==> src/design/pnf_pkg.sv <==
`default_nettype none
package pnf_pkg;

	localparam int MAX_WIDTH_DEF  = 4096;
	localparam int MAX_HEIGHT_DEF = 4096;
	localparam int MAX_CHANNELS   = 4;
	localparam int NCH            = 4;
	localparam int OFF_W          = 26;
	localparam int MID_DEPTH      = 4;
	localparam int OUT_DEPTH      = 16;

	localparam logic [3:0] REG_COEF0    = 4'd0;
	localparam logic [3:0] REG_COEF1    = 4'd1;
	localparam logic [3:0] REG_COEF2    = 4'd2;
	localparam logic [3:0] REG_COEF3    = 4'd3;
	localparam logic [3:0] REG_CHANNELS = 4'd4;
	localparam logic [3:0] REG_WIDTH    = 4'd5;
	localparam logic [3:0] REG_HEIGHT   = 4'd6;
	localparam logic [3:0] REG_FORMAT   = 4'd7;

	localparam logic [63:0] COEF_RESET  = 64'h3F80_0000_0000_0000;
	localparam logic [31:0] QNAN        = 32'h7FC0_0000;
	localparam logic [30:0] HALF_MAX_F  = 31'h477F_E000;
	localparam logic [15:0] HALF_SIGN   = 16'h8000;
	localparam logic [15:0] HALF_INF    = 16'h7C00;
	localparam logic [7:0]  HALF_REBIAS = 8'd112;
	localparam logic [4:0]  HALF_EXP_MAX = 5'h1F;

	typedef struct packed {
		logic [OFF_W-1:0] off;
		logic [1:0]       ch;
		logic             lp;
		logic             lf;
	} meta_t;

	typedef struct packed {
		logic [NCH-1:0][7:0] samples;
		logic [OFF_W-1:0]    pix;
		logic                fe;
	} pix_t;

	typedef struct packed {
		logic [NCH-1:0][63:0] coef;
		logic [2:0]           chans;
		logic                 half;
		logic                 planar;
		logic [OFF_W-1:0]     plane;
	} cfg_t;

	typedef struct packed {
		meta_t       meta;
		logic [31:0] value;
	} res_t;

	typedef struct packed {
		logic               sign;
		logic               zero;
		logic               nan;
		logic               inf;
		logic [31:0]        mag;
		logic signed [10:0] e;
	} rnd_t;

	typedef struct packed {
		logic               sign;
		logic               zero;
		logic               nan;
		logic               inf;
		logic [31:0]        m;
		logic signed [10:0] be;
	} nrm_t;

	function automatic logic [31:0] clamp_dim(input logic [12:0] v, input int hi);
		logic [31:0] r;
		r = {19'd0, v};
		if (v == 13'd0)
			r = 32'd1;
		else if (int'(r) > hi)
			r = 32'(hi);
		return r;
	endfunction

	function automatic logic [4:0] lzc32(input logic [31:0] x);
		logic [4:0] n;
		n = 5'd0;
		for (int i = 0; i < 32; i++) begin
			if (x[i])
				n = 5'(31 - i);
		end
		return n;
	endfunction

	function automatic nrm_t fp_norm(input rnd_t r, input logic [4:0] lz);
		nrm_t n;
		n.sign = r.sign;
		n.zero = r.zero;
		n.nan  = r.nan;
		n.inf  = r.inf;
		n.m    = r.mag << lz;
		n.be   = r.e + 11'sd158 - $signed({6'd0, lz});
		return n;
	endfunction

	function automatic logic [31:0] fp_pack(input nrm_t n);
		logic [4:0]         d;
		logic [31:0]        sh;
		logic [31:0]        lost;
		logic [23:0]        kept;
		logic               g;
		logic               st;
		logic               inc;
		logic [30:0]        body;
		logic signed [10:0] dd;
		logic [31:0]        r;
		d    = 5'd0;
		dd   = 11'sd1 - n.be;
		sh   = n.m;
		lost = 32'd0;
		if (n.be < 11'sd1) begin
			d    = (dd > 11'sd31) ? 5'd31 : dd[4:0];
			sh   = n.m >> d;
			lost = n.m & ((32'd1 << d) - 32'd1);
		end
		kept = sh[31:8];
		g    = sh[7];
		st   = (|sh[6:0]) | (|lost);
		inc  = g & (st | kept[0]);
		body = (n.be >= 11'sd1) ? {n.be[7:0], kept[22:0]} : {8'd0, kept[22:0]};
		body = body + {30'd0, inc};
		if (n.nan)
			r = QNAN;
		else if (n.inf)
			r = {n.sign, 8'hFF, 23'd0};
		else if (n.zero)
			r = {n.sign, 31'd0};
		else if (n.be >= 11'sd255)
			r = {n.sign, 8'hFF, 23'd0};
		else
			r = {n.sign, body};
		return r;
	endfunction

	function automatic logic [15:0] fp_to_half(input logic [31:0] b);
		logic [31:0] c;
		logic [7:0]  ex;
		logic [15:0] s;
		logic [15:0] h;
		if (b[30:23] == 8'hFF && b[22:0] != 23'd0) begin
			h = HALF_INF;
		end else begin
			c  = (b[30:0] > HALF_MAX_F) ? {b[31], HALF_MAX_F} : b;
			ex = c[30:23];
			s  = c[31] ? HALF_SIGN : 16'd0;
			if (ex <= HALF_REBIAS)
				h = s;
			else if (ex >= HALF_REBIAS + {3'd0, HALF_EXP_MAX})
				h = s | HALF_INF;
			else
				h = s | {1'b0, 5'(ex - HALF_REBIAS), c[22:13]};
		end
		return h;
	endfunction

endpackage
`default_nettype wire

==> src/design/pixel_normalize_fp16_layout.sv <==
`default_nettype none
// Pixel normalizer: one pixel in per push, one result per active channel out,
// each sample scaled and shifted in fp32, optionally narrowed to half, and
// written with its interleaved or planar element offset. The fp pipeline
// takes one channel per cycle while the result queue has room, so a pixel
// with C active channels (1 to 4) is issued channel by channel, and results
// leave at one per cycle while pop is held. A four-entry pixel queue sits
// between the position counters and the arithmetic, and a sixteen-entry
// result queue absorbs pop stalls. No clearing pass after reset. Write
// configuration only while no pixel or result is in flight.
module pixel_normalize_fp16_layout import pnf_pkg::*; #(
	parameter int MAX_WIDTH  = MAX_WIDTH_DEF,
	parameter int MAX_HEIGHT = MAX_HEIGHT_DEF
) (
	input  wire logic        clk,
	input  wire logic        arst_n,
	input  wire logic        push,
	output logic             full,
	input  wire logic [7:0]  sample_0,
	input  wire logic [7:0]  sample_1,
	input  wire logic [7:0]  sample_2,
	input  wire logic [7:0]  sample_3,
	output logic             empty,
	input  wire logic        pop,
	output logic [25:0]      element_offset,
	output logic [31:0]      value_bits,
	output logic [1:0]       channel_index,
	output logic             last_of_pixel,
	output logic             last_of_frame,
	input  wire logic        cfg_valid,
	output logic             cfg_ready,
	input  wire logic [3:0]  cfg_index,
	input  wire logic [63:0] cfg_data
);
	localparam int WW = $clog2(MAX_WIDTH + 1);
	localparam int HW = $clog2(MAX_HEIGHT + 1);

	logic [NCH-1:0][63:0] coef_q;
	logic [2:0]           chans_q;
	logic [WW-1:0]        w_q;
	logic [HW-1:0]        h_q;
	logic [1:0]           fmt_q;
	logic [OFF_W-1:0]     plane_q;
	logic [WW+HW-1:0]     plane_full;
	cfg_t                 cfg;
	logic [NCH-1:0][7:0]  samples;

	logic mid_full, mid_wr, mid_empty, mid_pop;
	pix_t mid_wdata, mid_rdata;
	logic out_wr, out_full, out_pop;
	res_t out_wdata, out_rdata;

	assign cfg_ready  = 1'b1;
	assign samples    = {sample_3, sample_2, sample_1, sample_0};
	assign plane_full = {{HW{1'b0}}, w_q} * {{WW{1'b0}}, h_q};

	always_ff @(posedge clk or negedge arst_n) begin
		if (!arst_n) begin
			coef_q  <= {NCH{COEF_RESET}};
			chans_q <= 3'd3;
			w_q     <= WW'(640);
			h_q     <= HW'(640);
			fmt_q   <= 2'd0;
			plane_q <= OFF_W'(640 * 640);
		end else begin
			plane_q <= OFF_W'(plane_full);
			if (cfg_valid && cfg_ready) begin
				unique case (cfg_index) inside
					REG_COEF0, REG_COEF1, REG_COEF2, REG_COEF3:
						coef_q[cfg_index[1:0]] <= cfg_data;
					REG_CHANNELS:
						chans_q <= 3'(clamp_dim({10'd0, cfg_data[2:0]}, MAX_CHANNELS));
					REG_WIDTH:
						w_q <= WW'(clamp_dim(cfg_data[12:0], MAX_WIDTH));
					REG_HEIGHT:
						h_q <= HW'(clamp_dim(cfg_data[12:0], MAX_HEIGHT));
					REG_FORMAT:
						fmt_q <= cfg_data[1:0];
					default: ;
				endcase
			end
		end
	end

	always_comb begin
		cfg.coef   = coef_q;
		cfg.chans  = chans_q;
		cfg.half   = fmt_q[0];
		cfg.planar = fmt_q[1];
		cfg.plane  = plane_q;
	end

	pnf_front #(
		.MAX_WIDTH  (MAX_WIDTH),
		.MAX_HEIGHT (MAX_HEIGHT)
	) u_front (
		.clk      (clk),
		.arst_n   (arst_n),
		.push     (push),
		.samples  (samples),
		.w        (w_q),
		.h        (h_q),
		.mid_full (mid_full),
		.full     (full),
		.mid_wr   (mid_wr),
		.mid_item (mid_wdata)
	);

	pnf_fifo #(
		.W     ($bits(pix_t)),
		.DEPTH (MID_DEPTH)
	) u_mid_fifo (
		.clk     (clk),
		.arst_n  (arst_n),
		.wr_en   (mid_wr),
		.wr_data (mid_wdata),
		.rd_en   (mid_pop),
		.rd_data (mid_rdata),
		.full    (mid_full),
		.empty   (mid_empty)
	);

	pnf_back #(
		.DEPTH (OUT_DEPTH)
	) u_back (
		.clk       (clk),
		.arst_n    (arst_n),
		.cfg       (cfg),
		.mid_empty (mid_empty),
		.mid_item  (mid_rdata),
		.out_pop   (out_pop),
		.mid_pop   (mid_pop),
		.out_wr    (out_wr),
		.out_item  (out_wdata)
	);

	assign out_pop = pop && !empty;

	pnf_fifo #(
		.W     ($bits(res_t)),
		.DEPTH (OUT_DEPTH)
	) u_out_fifo (
		.clk     (clk),
		.arst_n  (arst_n),
		.wr_en   (out_wr),
		.wr_data (out_wdata),
		.rd_en   (out_pop),
		.rd_data (out_rdata),
		.full    (out_full),
		.empty   (empty)
	);

	assign element_offset = out_rdata.meta.off;
	assign value_bits     = out_full ? out_rdata.value : out_rdata.value;
	assign channel_index  = out_rdata.meta.ch;
	assign last_of_pixel  = out_rdata.meta.lp;
	assign last_of_frame  = out_rdata.meta.lf;
endmodule
`default_nettype wire

==> src/design/pnf_fifo.sv <==
`default_nettype none
module pnf_fifo #(
	parameter int W     = 8,
	parameter int DEPTH = 4
) (
	input  wire logic         clk,
	input  wire logic         arst_n,
	input  wire logic         wr_en,
	input  wire logic [W-1:0] wr_data,
	input  wire logic         rd_en,
	output logic      [W-1:0] rd_data,
	output logic              full,
	output logic              empty
);
	localparam int AW = (DEPTH > 1) ? $clog2(DEPTH) : 1;
	localparam int CW = $clog2(DEPTH + 1);

	logic [W-1:0]  mem_q [DEPTH];
	logic [AW-1:0] wr_ptr_q;
	logic [AW-1:0] rd_ptr_q;
	logic [CW-1:0] count_q;

	assign full    = (count_q == CW'(DEPTH));
	assign empty   = (count_q == '0);
	assign rd_data = mem_q[rd_ptr_q];

	always_ff @(posedge clk) begin
		if (wr_en)
			mem_q[wr_ptr_q] <= wr_data;
	end

	always_ff @(posedge clk or negedge arst_n) begin
		if (!arst_n) begin
			wr_ptr_q <= '0;
			rd_ptr_q <= '0;
			count_q  <= '0;
		end else begin
			if (wr_en)
				wr_ptr_q <= (wr_ptr_q == AW'(DEPTH - 1)) ? '0 : wr_ptr_q + 1'b1;
			if (rd_en)
				rd_ptr_q <= (rd_ptr_q == AW'(DEPTH - 1)) ? '0 : rd_ptr_q + 1'b1;
			if (wr_en && !rd_en)
				count_q <= count_q + 1'b1;
			else if (!wr_en && rd_en)
				count_q <= count_q - 1'b1;
		end
	end
endmodule
`default_nettype wire

==> src/design/pnf_front.sv <==
`default_nettype none
module pnf_front import pnf_pkg::*; #(
	parameter int MAX_WIDTH  = MAX_WIDTH_DEF,
	parameter int MAX_HEIGHT = MAX_HEIGHT_DEF,
	localparam int WW = $clog2(MAX_WIDTH + 1),
	localparam int HW = $clog2(MAX_HEIGHT + 1)
) (
	input  wire logic                clk,
	input  wire logic                arst_n,
	input  wire logic                push,
	input  wire logic [NCH-1:0][7:0] samples,
	input  wire logic [WW-1:0]       w,
	input  wire logic [HW-1:0]       h,
	input  wire logic                mid_full,
	output logic                     full,
	output logic                     mid_wr,
	output pix_t                     mid_item
);
	localparam int CW = $clog2(MAX_WIDTH);
	localparam int RW = $clog2(MAX_HEIGHT);

	logic [CW-1:0]      col_q;
	logic [RW-1:0]      row_q;
	logic [CW:0]        col_nx;
	logic [RW:0]        row_nx;
	logic               row_end;
	logic               frame_end;
	logic               acc;
	logic [RW+WW:0]     pix_full;

	assign full      = mid_full;
	assign acc       = push && !mid_full;
	assign mid_wr    = acc;
	assign col_nx    = {1'b0, col_q} + 1'b1;
	assign row_nx    = {1'b0, row_q} + 1'b1;
	assign row_end   = 32'(col_nx) >= 32'(w);
	assign frame_end = row_end && (32'(row_nx) >= 32'(h));
	assign pix_full  = ({{(WW+1){1'b0}}, row_q} * {{(RW+1){1'b0}}, w})
	                 + (RW+WW+1)'(col_q);

	always_comb begin
		mid_item.samples = samples;
		mid_item.pix     = OFF_W'(pix_full);
		mid_item.fe      = frame_end;
	end

	always_ff @(posedge clk or negedge arst_n) begin
		if (!arst_n) begin
			col_q <= '0;
			row_q <= '0;
		end else if (acc) begin
			if (row_end) begin
				col_q <= '0;
				row_q <= frame_end ? '0 : row_nx[RW-1:0];
			end else begin
				col_q <= col_nx[CW-1:0];
			end
		end
	end
endmodule
`default_nettype wire

==> src/design/pnf_back.sv <==
`default_nettype none
module pnf_back import pnf_pkg::*; #(
	parameter int DEPTH = OUT_DEPTH
) (
	input  wire logic clk,
	input  wire logic arst_n,
	input  cfg_t      cfg,
	input  wire logic mid_empty,
	input  pix_t      mid_item,
	input  wire logic out_pop,
	output logic      mid_pop,
	output logic      out_wr,
	output res_t      out_item
);
	localparam int PW  = $clog2(DEPTH + 1);
	localparam int NST = 11;

	logic [1:0]    ch_q;
	logic [PW-1:0] pending_q;
	logic [NST:1]  vld_q;
	logic          issue;
	logic          last;
	logic [27:0]   ch_plane;
	logic [28:0]   pix_ch;
	meta_t         meta_in;

	meta_t meta_s1, meta_s2, meta_s3, meta_s4, meta_s5, meta_s6;
	meta_t meta_s7, meta_s8, meta_s9, meta_s10;
	logic [7:0]  sample_s1;
	logic [31:0] scale_s1, shift_s1, shift_s2, shift_s3, shift_s4, shift_s5;
	rnd_t        prod_s2, prod_s3, sum_s7, sum_s8;
	logic [4:0]  lz_s3, lz_s8;
	nrm_t        pn_s4, sn_s9;
	logic [31:0] pb_s5, sb_s10;
	logic [26:0] mbig_s6, msml_s6;
	logic        sub_s6, bsign_s6, zsign_s6, nan_s6, inf_s6, isign_s6;
	logic [7:0]  ebig_s6;
	res_t        out_s11;

	rnd_t        prod_c;
	rnd_t        sum_c;
	logic [26:0] mbig_c, msml_c;
	logic        sub_c, bsign_c, zsign_c, nan_c, inf_c, isign_c;
	logic [7:0]  ebig_c;

	assign last     = ({1'b0, ch_q} + 3'd1) == cfg.chans;
	assign issue    = !mid_empty && (pending_q < PW'(DEPTH));
	assign mid_pop  = issue && last;
	assign ch_plane = {26'd0, ch_q} * {2'd0, cfg.plane};
	assign pix_ch   = {3'd0, mid_item.pix} * {26'd0, cfg.chans};

	always_comb begin
		meta_in.off = cfg.planar ? ch_plane[OFF_W-1:0] + mid_item.pix
		                         : pix_ch[OFF_W-1:0] + OFF_W'(ch_q);
		meta_in.ch  = ch_q;
		meta_in.lp  = last;
		meta_in.lf  = last && mid_item.fe;
	end

	always_ff @(posedge clk or negedge arst_n) begin
		if (!arst_n) begin
			ch_q      <= '0;
			pending_q <= '0;
			vld_q     <= '0;
		end else begin
			if (issue)
				ch_q <= last ? 2'd0 : ch_q + 2'd1;
			if (issue && !out_pop)
				pending_q <= pending_q + 1'b1;
			else if (!issue && out_pop)
				pending_q <= pending_q - 1'b1;
			vld_q <= {vld_q[NST-1:1], issue};
		end
	end

	// product of the sample and the channel scale
	always_comb begin
		logic [7:0]  es;
		logic [23:0] sig;
		logic [7:0]  eeff;
		es          = scale_s1[30:23];
		sig         = {es != 8'd0, scale_s1[22:0]};
		eeff        = (es == 8'd0) ? 8'd1 : es;
		prod_c.sign = scale_s1[31];
		prod_c.nan  = (es == 8'hFF) && (scale_s1[22:0] != 23'd0 || sample_s1 == 8'd0);
		prod_c.inf  = (es == 8'hFF) && scale_s1[22:0] == 23'd0 && sample_s1 != 8'd0;
		prod_c.zero = sample_s1 == 8'd0 || sig == 24'd0;
		prod_c.mag  = {24'd0, sample_s1} * {8'd0, sig};
		prod_c.e    = $signed({3'd0, eeff}) - 11'sd150;
	end

	// operand alignment for the shift add
	always_comb begin
		logic [7:0]  ea, eb, ebs;
		logic [23:0] ma, mb, mbs;
		logic        sa, sb, swap, a_nan, b_nan, a_inf, b_inf;
		logic [7:0]  diff;
		logic [4:0]  d;
		logic [26:0] sm, smsh, smlost;
		ea     = (pb_s5[30:23] == 8'd0) ? 8'd1 : pb_s5[30:23];
		eb     = (shift_s5[30:23] == 8'd0) ? 8'd1 : shift_s5[30:23];
		ma     = {pb_s5[30:23] != 8'd0, pb_s5[22:0]};
		mb     = {shift_s5[30:23] != 8'd0, shift_s5[22:0]};
		sa     = pb_s5[31];
		sb     = shift_s5[31];
		a_nan  = pb_s5[30:23] == 8'hFF && pb_s5[22:0] != 23'd0;
		b_nan  = shift_s5[30:23] == 8'hFF && shift_s5[22:0] != 23'd0;
		a_inf  = pb_s5[30:23] == 8'hFF && pb_s5[22:0] == 23'd0;
		b_inf  = shift_s5[30:23] == 8'hFF && shift_s5[22:0] == 23'd0;
		swap   = shift_s5[30:0] > pb_s5[30:0];
		ebig_c = swap ? eb : ea;
		ebs    = swap ? ea : eb;
		mbs    = swap ? ma : mb;
		bsign_c = swap ? sb : sa;
		diff   = ebig_c - ebs;
		d      = (diff > 8'd31) ? 5'd31 : diff[4:0];
		sm     = {mbs, 3'd0};
		smsh   = sm >> d;
		smlost = sm & ((27'd1 << d) - 27'd1);
		mbig_c = {swap ? mb : ma, 3'd0};
		msml_c = {smsh[26:1], smsh[0] | (|smlost)};
		sub_c  = sa ^ sb;
		zsign_c = sa & sb;
		nan_c  = a_nan || b_nan || (a_inf && b_inf && sa != sb);
		inf_c  = (a_inf || b_inf) && !nan_c;
		isign_c = a_inf ? sa : sb;
	end

	// magnitude add or subtract
	always_comb begin
		logic [27:0] s28;
		s28 = sub_s6 ? {1'b0, mbig_s6} - {1'b0, msml_s6}
		             : {1'b0, mbig_s6} + {1'b0, msml_s6};
		sum_c.nan  = nan_s6;
		sum_c.inf  = inf_s6;
		sum_c.zero = s28 == 28'd0;
		sum_c.mag  = {4'd0, s28};
		sum_c.e    = $signed({3'd0, ebig_s6}) - 11'sd153;
		if (inf_s6)
			sum_c.sign = isign_s6;
		else if (s28 == 28'd0)
			sum_c.sign = zsign_s6;
		else
			sum_c.sign = bsign_s6;
	end

	always_ff @(posedge clk) begin
		meta_s1   <= meta_in;
		sample_s1 <= mid_item.samples[ch_q];
		scale_s1  <= cfg.coef[ch_q][63:32];
		shift_s1  <= cfg.coef[ch_q][31:0];

		meta_s2  <= meta_s1;
		prod_s2  <= prod_c;
		shift_s2 <= shift_s1;

		meta_s3  <= meta_s2;
		prod_s3  <= prod_s2;
		lz_s3    <= lzc32(prod_s2.mag);
		shift_s3 <= shift_s2;

		meta_s4  <= meta_s3;
		pn_s4    <= fp_norm(prod_s3, lz_s3);
		shift_s4 <= shift_s3;

		meta_s5  <= meta_s4;
		pb_s5    <= fp_pack(pn_s4);
		shift_s5 <= shift_s4;

		meta_s6  <= meta_s5;
		mbig_s6  <= mbig_c;
		msml_s6  <= msml_c;
		sub_s6   <= sub_c;
		bsign_s6 <= bsign_c;
		zsign_s6 <= zsign_c;
		ebig_s6  <= ebig_c;
		nan_s6   <= nan_c;
		inf_s6   <= inf_c;
		isign_s6 <= isign_c;

		meta_s7 <= meta_s6;
		sum_s7  <= sum_c;

		meta_s8 <= meta_s7;
		sum_s8  <= sum_s7;
		lz_s8   <= lzc32(sum_s7.mag);

		meta_s9 <= meta_s8;
		sn_s9   <= fp_norm(sum_s8, lz_s8);

		meta_s10 <= meta_s9;
		sb_s10   <= fp_pack(sn_s9);

		out_s11.meta  <= meta_s10;
		out_s11.value <= cfg.half ? {16'd0, fp_to_half(sb_s10)} : sb_s10;
	end

	assign out_wr   = vld_q[NST];
	assign out_item = out_s11;
endmodule
`default_nettype wire

==> config.mk <==
export PLATFORM = sky130hd
export DESIGN_NAME = pixel_normalize_fp16_layout
export DESIGN_NICKNAME = d
export VERILOG_FILES = /design/src/design/pnf_pkg.sv /design/src/design/pixel_normalize_fp16_layout.sv /design/src/design/pnf_fifo.sv /design/src/design/pnf_front.sv /design/src/design/pnf_back.sv
export SDC_FILE = /design/constraint.sdc
export NUM_CORES = 2
export LEC_CHECK = 0
export ABC_AREA = 1
export BUFFER_PORTS_ARGS = -buffer_cell sky130_fd_sc_hd__buf_2
export CORE_MARGIN = 2
export CORE_UTILIZATION = 25
export CTS_BUF_LIST = sky130_fd_sc_hd__clkbuf_16
export DETAILED_ROUTE_END_ITERATION = 10
export HOLD_SLACK_MARGIN = 0.03
export SLEW_MARGIN = 20
export SYNTH_ARGS = -nofsm -noshare
export SYNTH_HDL_FRONTEND = slang
export SYNTH_SLANG_ARGS = --single-unit
==> constraint.sdc <==
create_clock -name clk -period 7.26 [get_ports clk]
set_input_delay 0.726 -clock clk [delete_from_list [all_inputs] [get_ports clk]]
set_output_delay 0.726 -clock clk [all_outputs]
set_load 0.01 [all_outputs]
# Word-level counts from Yosys, hierarchy flattened
# Memory sizes are Yosys's and may differ from the RTL's.
# Cells that the tools add are included.
dict set report op_classes {
  n_addsub 34
  bitwise_logic 13
  shifts 8
  div 0
  mux 120
  magnitude_cmp 21
  n_reduce_logical 86
  n_mul 5
  eq_ne 18
}
# op n
set ops {}
lappend ops {{2-to-1 mux 31 bit} 9}
lappend ops {{bitwise mux 256 bit} 1}
lappend ops {{2-to-1 mux 5 bit} 39}
lappend ops {{binary-select mux 64 bit (select 2 bit)} 1}
lappend ops {{demux 64 bit (select 2 bit)} 1}
lappend ops {{2-to-1 mux 64 bit} 2}
lappend ops {{nonzero test 23 bit} 4}
lappend ops {{2-to-1 mux 16 bit} 5}
lappend ops {{2-to-1 mux 4 bit} 18}
lappend ops {{logical NOT 23 bit} 3}
lappend ops {{AND 32 bit} 2}
lappend ops {{2-to-1 mux 32 bit} 2}
lappend ops {{OR reduction 32 bit} 2}
lappend ops {{left shift 1 x 5 -> 32 bit (first input constant)} 2}
lappend ops {{>> shifter 32 x 5 -> 31 bit} 2}
lappend ops {{subtractor 32 x 1 -> 32 bit (second input constant)} 2}
lappend ops {{adder 31 x 1 -> 31 bit} 2}
lappend ops {{2-to-1 mux 24 bit} 2}
lappend ops {{2-to-1 mux 8 bit} 6}
lappend ops {{2-to-1 mux 23 bit} 2}
lappend ops {{== test 8 bit (second input constant)} 4}
lappend ops {{logical NOT 8 bit} 4}
lappend ops {{multiplier 8 x 24 -> 32 bit} 1}
lappend ops {{nonzero test 8 bit} 4}
lappend ops {{other kinds (82)} 185}
dict set report totals {
  in_bits 105
  regBits 1350
  mem_bits_ro 0
  ram_bits 1228
  mem_count 2
  latch_bits 0
  out_inout_bits 65
}
# memory depth word_bits rd rd_ports_with_merged_regs write_ports line_no
set memory_table {}
lappend memory_table {u_out_fifo.mem_q 16 62 1 0 1 pnf_fifo.sv:18} ;# logic [W-1:0] mem_q [DEPTH];
lappend memory_table {u_mid_fifo.mem_q 4 59 1 0 1 pnf_fifo.sv:18}

# Depth between registers and ports, before layout
dict set report depth {
  depth_word 31
  ltp_mapped 38
  mapped_depth_nobuf 35
}

# Cells and area by module
# Synthesis repeated with hierarchy kept, for this count alone.
dict set report unflattened {
  hier_cells 15559
  hier_area_um2 132651.0
}
# mod cells_per_inst n_inst seq_area_each_um2 area_each_um2
set by_module_without_submodules {}
lappend by_module_without_submodules {pnf_back 7275 1 19809.0 53059.6}
lappend by_module_without_submodules {{pnf_fifo (u_out_fifo)} 4351 1 30113.9 43902.1}
lappend by_module_without_submodules {pixel_normalize_fp16_layout 1973 1 7878.8 17262.8}
lappend by_module_without_submodules {{pnf_fifo (u_mid_fifo)} 741 1 7262.0 9882.0}
lappend by_module_without_submodules {pnf_front 1219 1 600.6 8544.4}

# Worst setup path before layout
# OpenSTA, ideal clock, no wires.
dict set report synth_path {
  kind {flip-flop to flip-flop}
  from {reg w_q[7]}
  to {mem u_mid_fifo.mem_q[0][25] (netlist name) (data pin)}
  required_ns 7.080
  stages_incl_launch_ff 28
  path_slack_ns 1.244
  path_buffers 2
  arrival_time_ns 5.835
  path_cell_list {dfstp_2 clkbuf_1 clkbuf_1 nand2_1 fa_1 inv_1 fa_1 fa_1 inv_1 fa_1 fa_1 inv_1 ha_1 nand2_1 o21ai_0 a21oi_1 inv_1 a21oi_1 o21ai_0 a21oi_1 o21ai_0 nand3_1 nand2_1 nand3_1 nand2_1 nand3_1 nand2_1 xor2_1}
}
# element line_no
set synth_rtl {}
lappend synth_rtl {{start, declared} pixel_normalize_fp16_layout.sv:40} ;# logic [WW-1:0] w_q;
lappend synth_rtl {{start signal, assigned} pixel_normalize_fp16_layout.sv:74} ;# w_q <= WW'(clamp_dim(cfg_data[12:0], MAX_WIDTH));
lappend synth_rtl {{end, declared} pnf_fifo.sv:18}

# Worst setup path after layout
dict set report layout_path {
  from {reg u_back.pb_s5[8]}
  to {reg u_back.msml_s6[0]}
}
dict set report layout_between {
  elab_chain_len 10
  elab_cells_between_ends 13
}
# element line_no
set layout_lines {}
lappend layout_lines {{start, declared} pnf_back.sv:34} ;# logic [31:0] pb_s5, sb_s10;
lappend layout_lines {{start signal, assigned} pnf_back.sv:167} ;# pb_s5 <= fp_pack(pn_s4);
lappend layout_lines {{greater-than comparator 31 bit} pnf_back.sv:110} ;# swap = shift_s5[30:0] > pb_s5[30:0];
lappend layout_lines {{2-to-1 mux 8 bit (on tied branches)} {pnf_back.sv:111, pnf_back.sv:112}}
lappend layout_lines {{subtractor 8 bit} pnf_back.sv:115} ;# diff = ebig_c - ebs;
lappend layout_lines {{greater-than comparator 8 x 5 -> 1 bit} pnf_back.sv:116} ;# d = (diff > 8'd31) ? 5'd31 : diff[4:0];
lappend layout_lines {{2-to-1 mux 5 bit} pnf_back.sv:116}
lappend layout_lines {{left shift 1 x 5 -> 27 bit} pnf_back.sv:119} ;# smlost = sm & ((27'd1 << d) - 27'd1);
lappend layout_lines {{subtractor 27 x 1 -> 27 bit} pnf_back.sv:119}
lappend layout_lines {{AND 27 bit} pnf_back.sv:119}
lappend layout_lines {{OR reduction 27 bit} pnf_back.sv:121} ;# msml_c = {smsh[26:1], smsh[0] | (|smlost)};
lappend layout_lines {{bitwise OR 1 bit (*)} pnf_back.sv:121}
lappend layout_lines {{net u_back.msml_c[0]} pnf_back.sv:42} ;# logic [26:0] mbig_c, msml_c;
lappend layout_lines {{end signal, assigned} pnf_back.sv:172} ;# msml_s6 <= msml_c;
lappend layout_lines {{end, declared} pnf_back.sv:35} ;# logic [26:0] mbig_s6, msml_s6;
# The timed path passes the listed nets; every way through them passes the cells marked *.
# A chain may end at the register's enable or synchronous reset.

==> results.sh <==
export IMPL_core_um2=493600
export IMPL_clock_sinks=2570
export IMPL_worstMarginPinSlew_ns=1.190
export IMPL_h_tree_depth=5
export IMPL_antenna_found_initial=34
export IMPL_synth_seq_cells=2570
export IMPL_placed_area_um2=131700
export IMPL_grt_usage=0.1313
export IMPL_finClkSkew_ns=0.09582
export IMPL_rsz0062_at_grt="false"
export IMPL_arrival_ns=7.16
export IMPL_synth_edf_count=1228
export IMPL_synth_fp_nets=14150
export IMPL_vias=91150
export IMPL_die_area_um2=501200
export IMPL_io_pins=170
export IMPL_drv_cap=0
export IMPL_synthCells=13170
export IMPL_grt_max_degree=229
export IMPL_relSlewSlack=0.2038
export IMPL_path_clk_slew_ns=0.06
export IMPL_yosys_area_top_type_share=0.2977
export IMPL_synth_avg_cell_area_um2=9.405
export IMPL_fmax_mhz=157.6
export IMPL_cts_buffer_depth=4
export IMPL_syn_area_um2=123900
export IMPL_clk_insertion_delay_late_ns=0.94
export IMPL_final_layout_size_suffix_gt1_frac=0.06730
export IMPL_grt_overflow=0
export IMPL_wl_per_cell_um=17.13
export IMPL_grt_pass1_wl_um=523400
export IMPL_crit_required_ns=8.08
export IMPL_initial_core_util=0.2510
export IMPL_hold_class="in -> reg"
export IMPL_finalWirelength_um=340300
export IMPL_first_iter_violations=8001
export IMPL_end_kind="register"
export IMPL_slowest_stage="a2111oi_0"
export IMPL_cts_root_buffer="clkbuf_16"
export IMPL_row_count=258
export IMPL_post_cts_setup_buffers=0
export IMPL_min_period_ns=6.344
export IMPL_synthArstFlopShare=0.1459
export IMPL_numCtsBuffers=277
export IMPL_place_congestion=0.9209
export IMPL_synth_area_leaders="edfxtp_1, dfxtp_1, nand2_1"
export IMPL_synth_flop_cell="edfxtp_1"
export IMPL_crit_path_start_kind="register"
export IMPL_yosysUniqueCellTypes=72
export IMPL_area_delta_synth_final_pct=13.64
export IMPL_yosysMostFrequentCell="nand2_1"
export IMPL_cpMostUsedCell="nand2_1"
export IMPL_hold_viol_final=0
export IMPL_drtPass1Iterations=9
export IMPL_setup_tns_ns=0
export IMPL_via_per_inst=4.588
export IMPL_stdcell_count=19870
export IMPL_cp_max_fo=35
export IMPL_synth_seq_area_share=0.5300
export IMPL_synth_largest_area_cell="edfxtp_1"
export IMPL_drc_errors=0
export IMPL_port_buffers=168
export IMPL_finalSetupViolations=0
export IMPL_hold_ws_ns=0.1033
export IMPL_fill_cells=51580
export IMPL_fin_nets=14110
export IMPL_die_y_um=707.9
export IMPL_status="complete, no violations"
export IMPL_die_w_um=707.9
export IMPL_slew_viol_final=0
export IMPL_cpPeakStageDelay_ns=0.48
export IMPL_cts_resized=0
export IMPL_placedCellCount=19320
export IMPL_ant_nets=0
export IMPL_cts_tree="yes"
export IMPL_final_area_um2=140800
export IMPL_dp_hpwl_um=223500
export IMPL_synthTopCellsByCount="nand2_1, inv_1, o21ai_0"
export IMPL_crit_type="reg -> reg"
export IMPL_grt_pass1_vias=88160
export IMPL_min_period_over_period=0.8738
export IMPL_yosys_warnings=0
sequential cells by signal, summed over array words and instances, names as in the netlist, 32 cells and up:
signal and cells:
u_back.scale_s1 32, u_back.shift_s5 32, u_back.sum_s8 41, u_back.prod_s3 45, u_back.sb_s10 32, u_back.shift_s3 32, u_out_fifo.mem_q 992, u_back.shift_s1 32
u_back.pn_s4 47, u_back.out_item 62, u_back.shift_s4 32, u_back.sn_s9 47, u_back.pb_s5 32, u_back.shift_s2 32, u_back.prod_s2 45, u_mid_fifo.mem_q 236
cfg 256, u_back.sum_s7 41
layer usage:
| layer | part of all wire | vias up | track usage | wire length [um] |
|---|---|---|---|---|
| li1 | - | 43830 | - | - |
| met1 | 0.46 | 43800 | 0.1822 | 154900 |
| met2 | 0.45 | 2928 | 0.2099 | 152100 |
| met3 | 0.068 | 577 | 0.02118 | 23190 |
| met4 | 0.029 | 20 | 0.03897 | 9903 |
| met5 | 0.00033 | - | 0 | 111 |
final timing paths:
kind,end,from,cells after the start,slack [ns]
worst max-delay path,u_back.msml_s6[0]$_DFF_P_,u_back.pb_s5[8]$_SDFF_PP0_,31,0.92
worst min-delay path,cfg[273]$_DFFE_PN0P_,cfg_data[50],3,0.10
worst max register to register,u_back.msml_s6[0]$_DFF_P_,u_back.pb_s5[8]$_SDFF_PP0_,31,0.92
worst min register to register,u_back.shift_s5[8]$_DFF_P_,u_back.shift_s4[8]$_DFF_P_,0,0.27
max in group asynchronous,u_out_fifo.rd_ptr_q[3]$_DFFE_PN0P_,arst_n,3,5.16
min in group asynchronous,u_front.col_q[10]$_DFFE_PN0P_,arst_n,2,0.51
what timing repair did:
| item | 4_1_cts | 5_1_grt |
|---|---|---|
| endpoints found under the hold margin | 208 | 0 |
| endpoints found under the setup margin | 0 | 0 |
| hold buffers | 29 | 0 |
cells by family after synthesis:
logic type                 synth area share
xor gates and xnor gates            0.01420
adders and majority gates            0.1146
buffers and inverters               0.06574
and+or+nand+nor                      0.1673
AOI/OAI and AO/OA                    0.1068
DFF                                  0.5300
muxes                              0.001293
other                            0.00003027
through the flow:
step | worst slack (ns) | utilization
6_report | 0.9163 | 0.2852
5_1_grt | 0.3804 | 0.2852
4_1_cts | 0.9589 | 0.2852
3_5_place_dp | 1.005 | 0.2669
3_3_place_gp | 1.083 | 0.2669
2_1_floorplan | 1.244 | -
cell usage in the layout, fill, tap and decap left out, types with 31 or more instances in the layout:
cell type,netlist,final
nand2_1,2833,2831
inv_1,1439,1496
o21ai_0,1275,1275
edfxtp_1,1228,1228
nor2_1,1044,1022
dfxtp_1,967,967
nand3_1,758,756
a21oi_1,483,483
ha_1,445,445
fa_1,431,431
dfrtp_1,338,331
clkbuf_16,0,283
o22ai_1,203,203
buf_2,32,167
buf_4,7,151
xor2_1,150,150
nand4_1,149,149
a221oi_1,77,77
nor3_1,74,74
o221ai_1,74,74
clkinv_1,5,51
o211ai_1,50,50
xnor2_1,49,49
nor4_1,47,47
dfstp_2,37,37
clkinv_2,0,36
inv_2,22,31
critical path: cells and delay by family, from the launching register on:
family                     cells  cell delay (ns)
AOI/OAI and AO/OA              8             1.95
xor gates and xnor gates       1             0.12
adders and majority gates      3             1.06
buffers and inverters          5             0.75
DFF                            1             0.38
and+or+nand+nor               14             1.93
cell type report:
cell class                      count  area [um2]  share of cell area
Sequential cell                  2570       65690              0.4666
Multi-Input combinational cell   8464       50280              0.3572
Tap cell                         6500        8133             0.05777
Clock buffer                      283        7082             0.05030
Inverter                         1466        5524             0.03924
Timing Repair Buffer              353        2375             0.01687
Clock inverter                    222        1673             0.01188
Antenna cell                        9       22.52           0.0001600
Power is left out: the tool's default activity adds up to more than one toggle a clock period on the data nets, which glitch-free logic cannot reach.
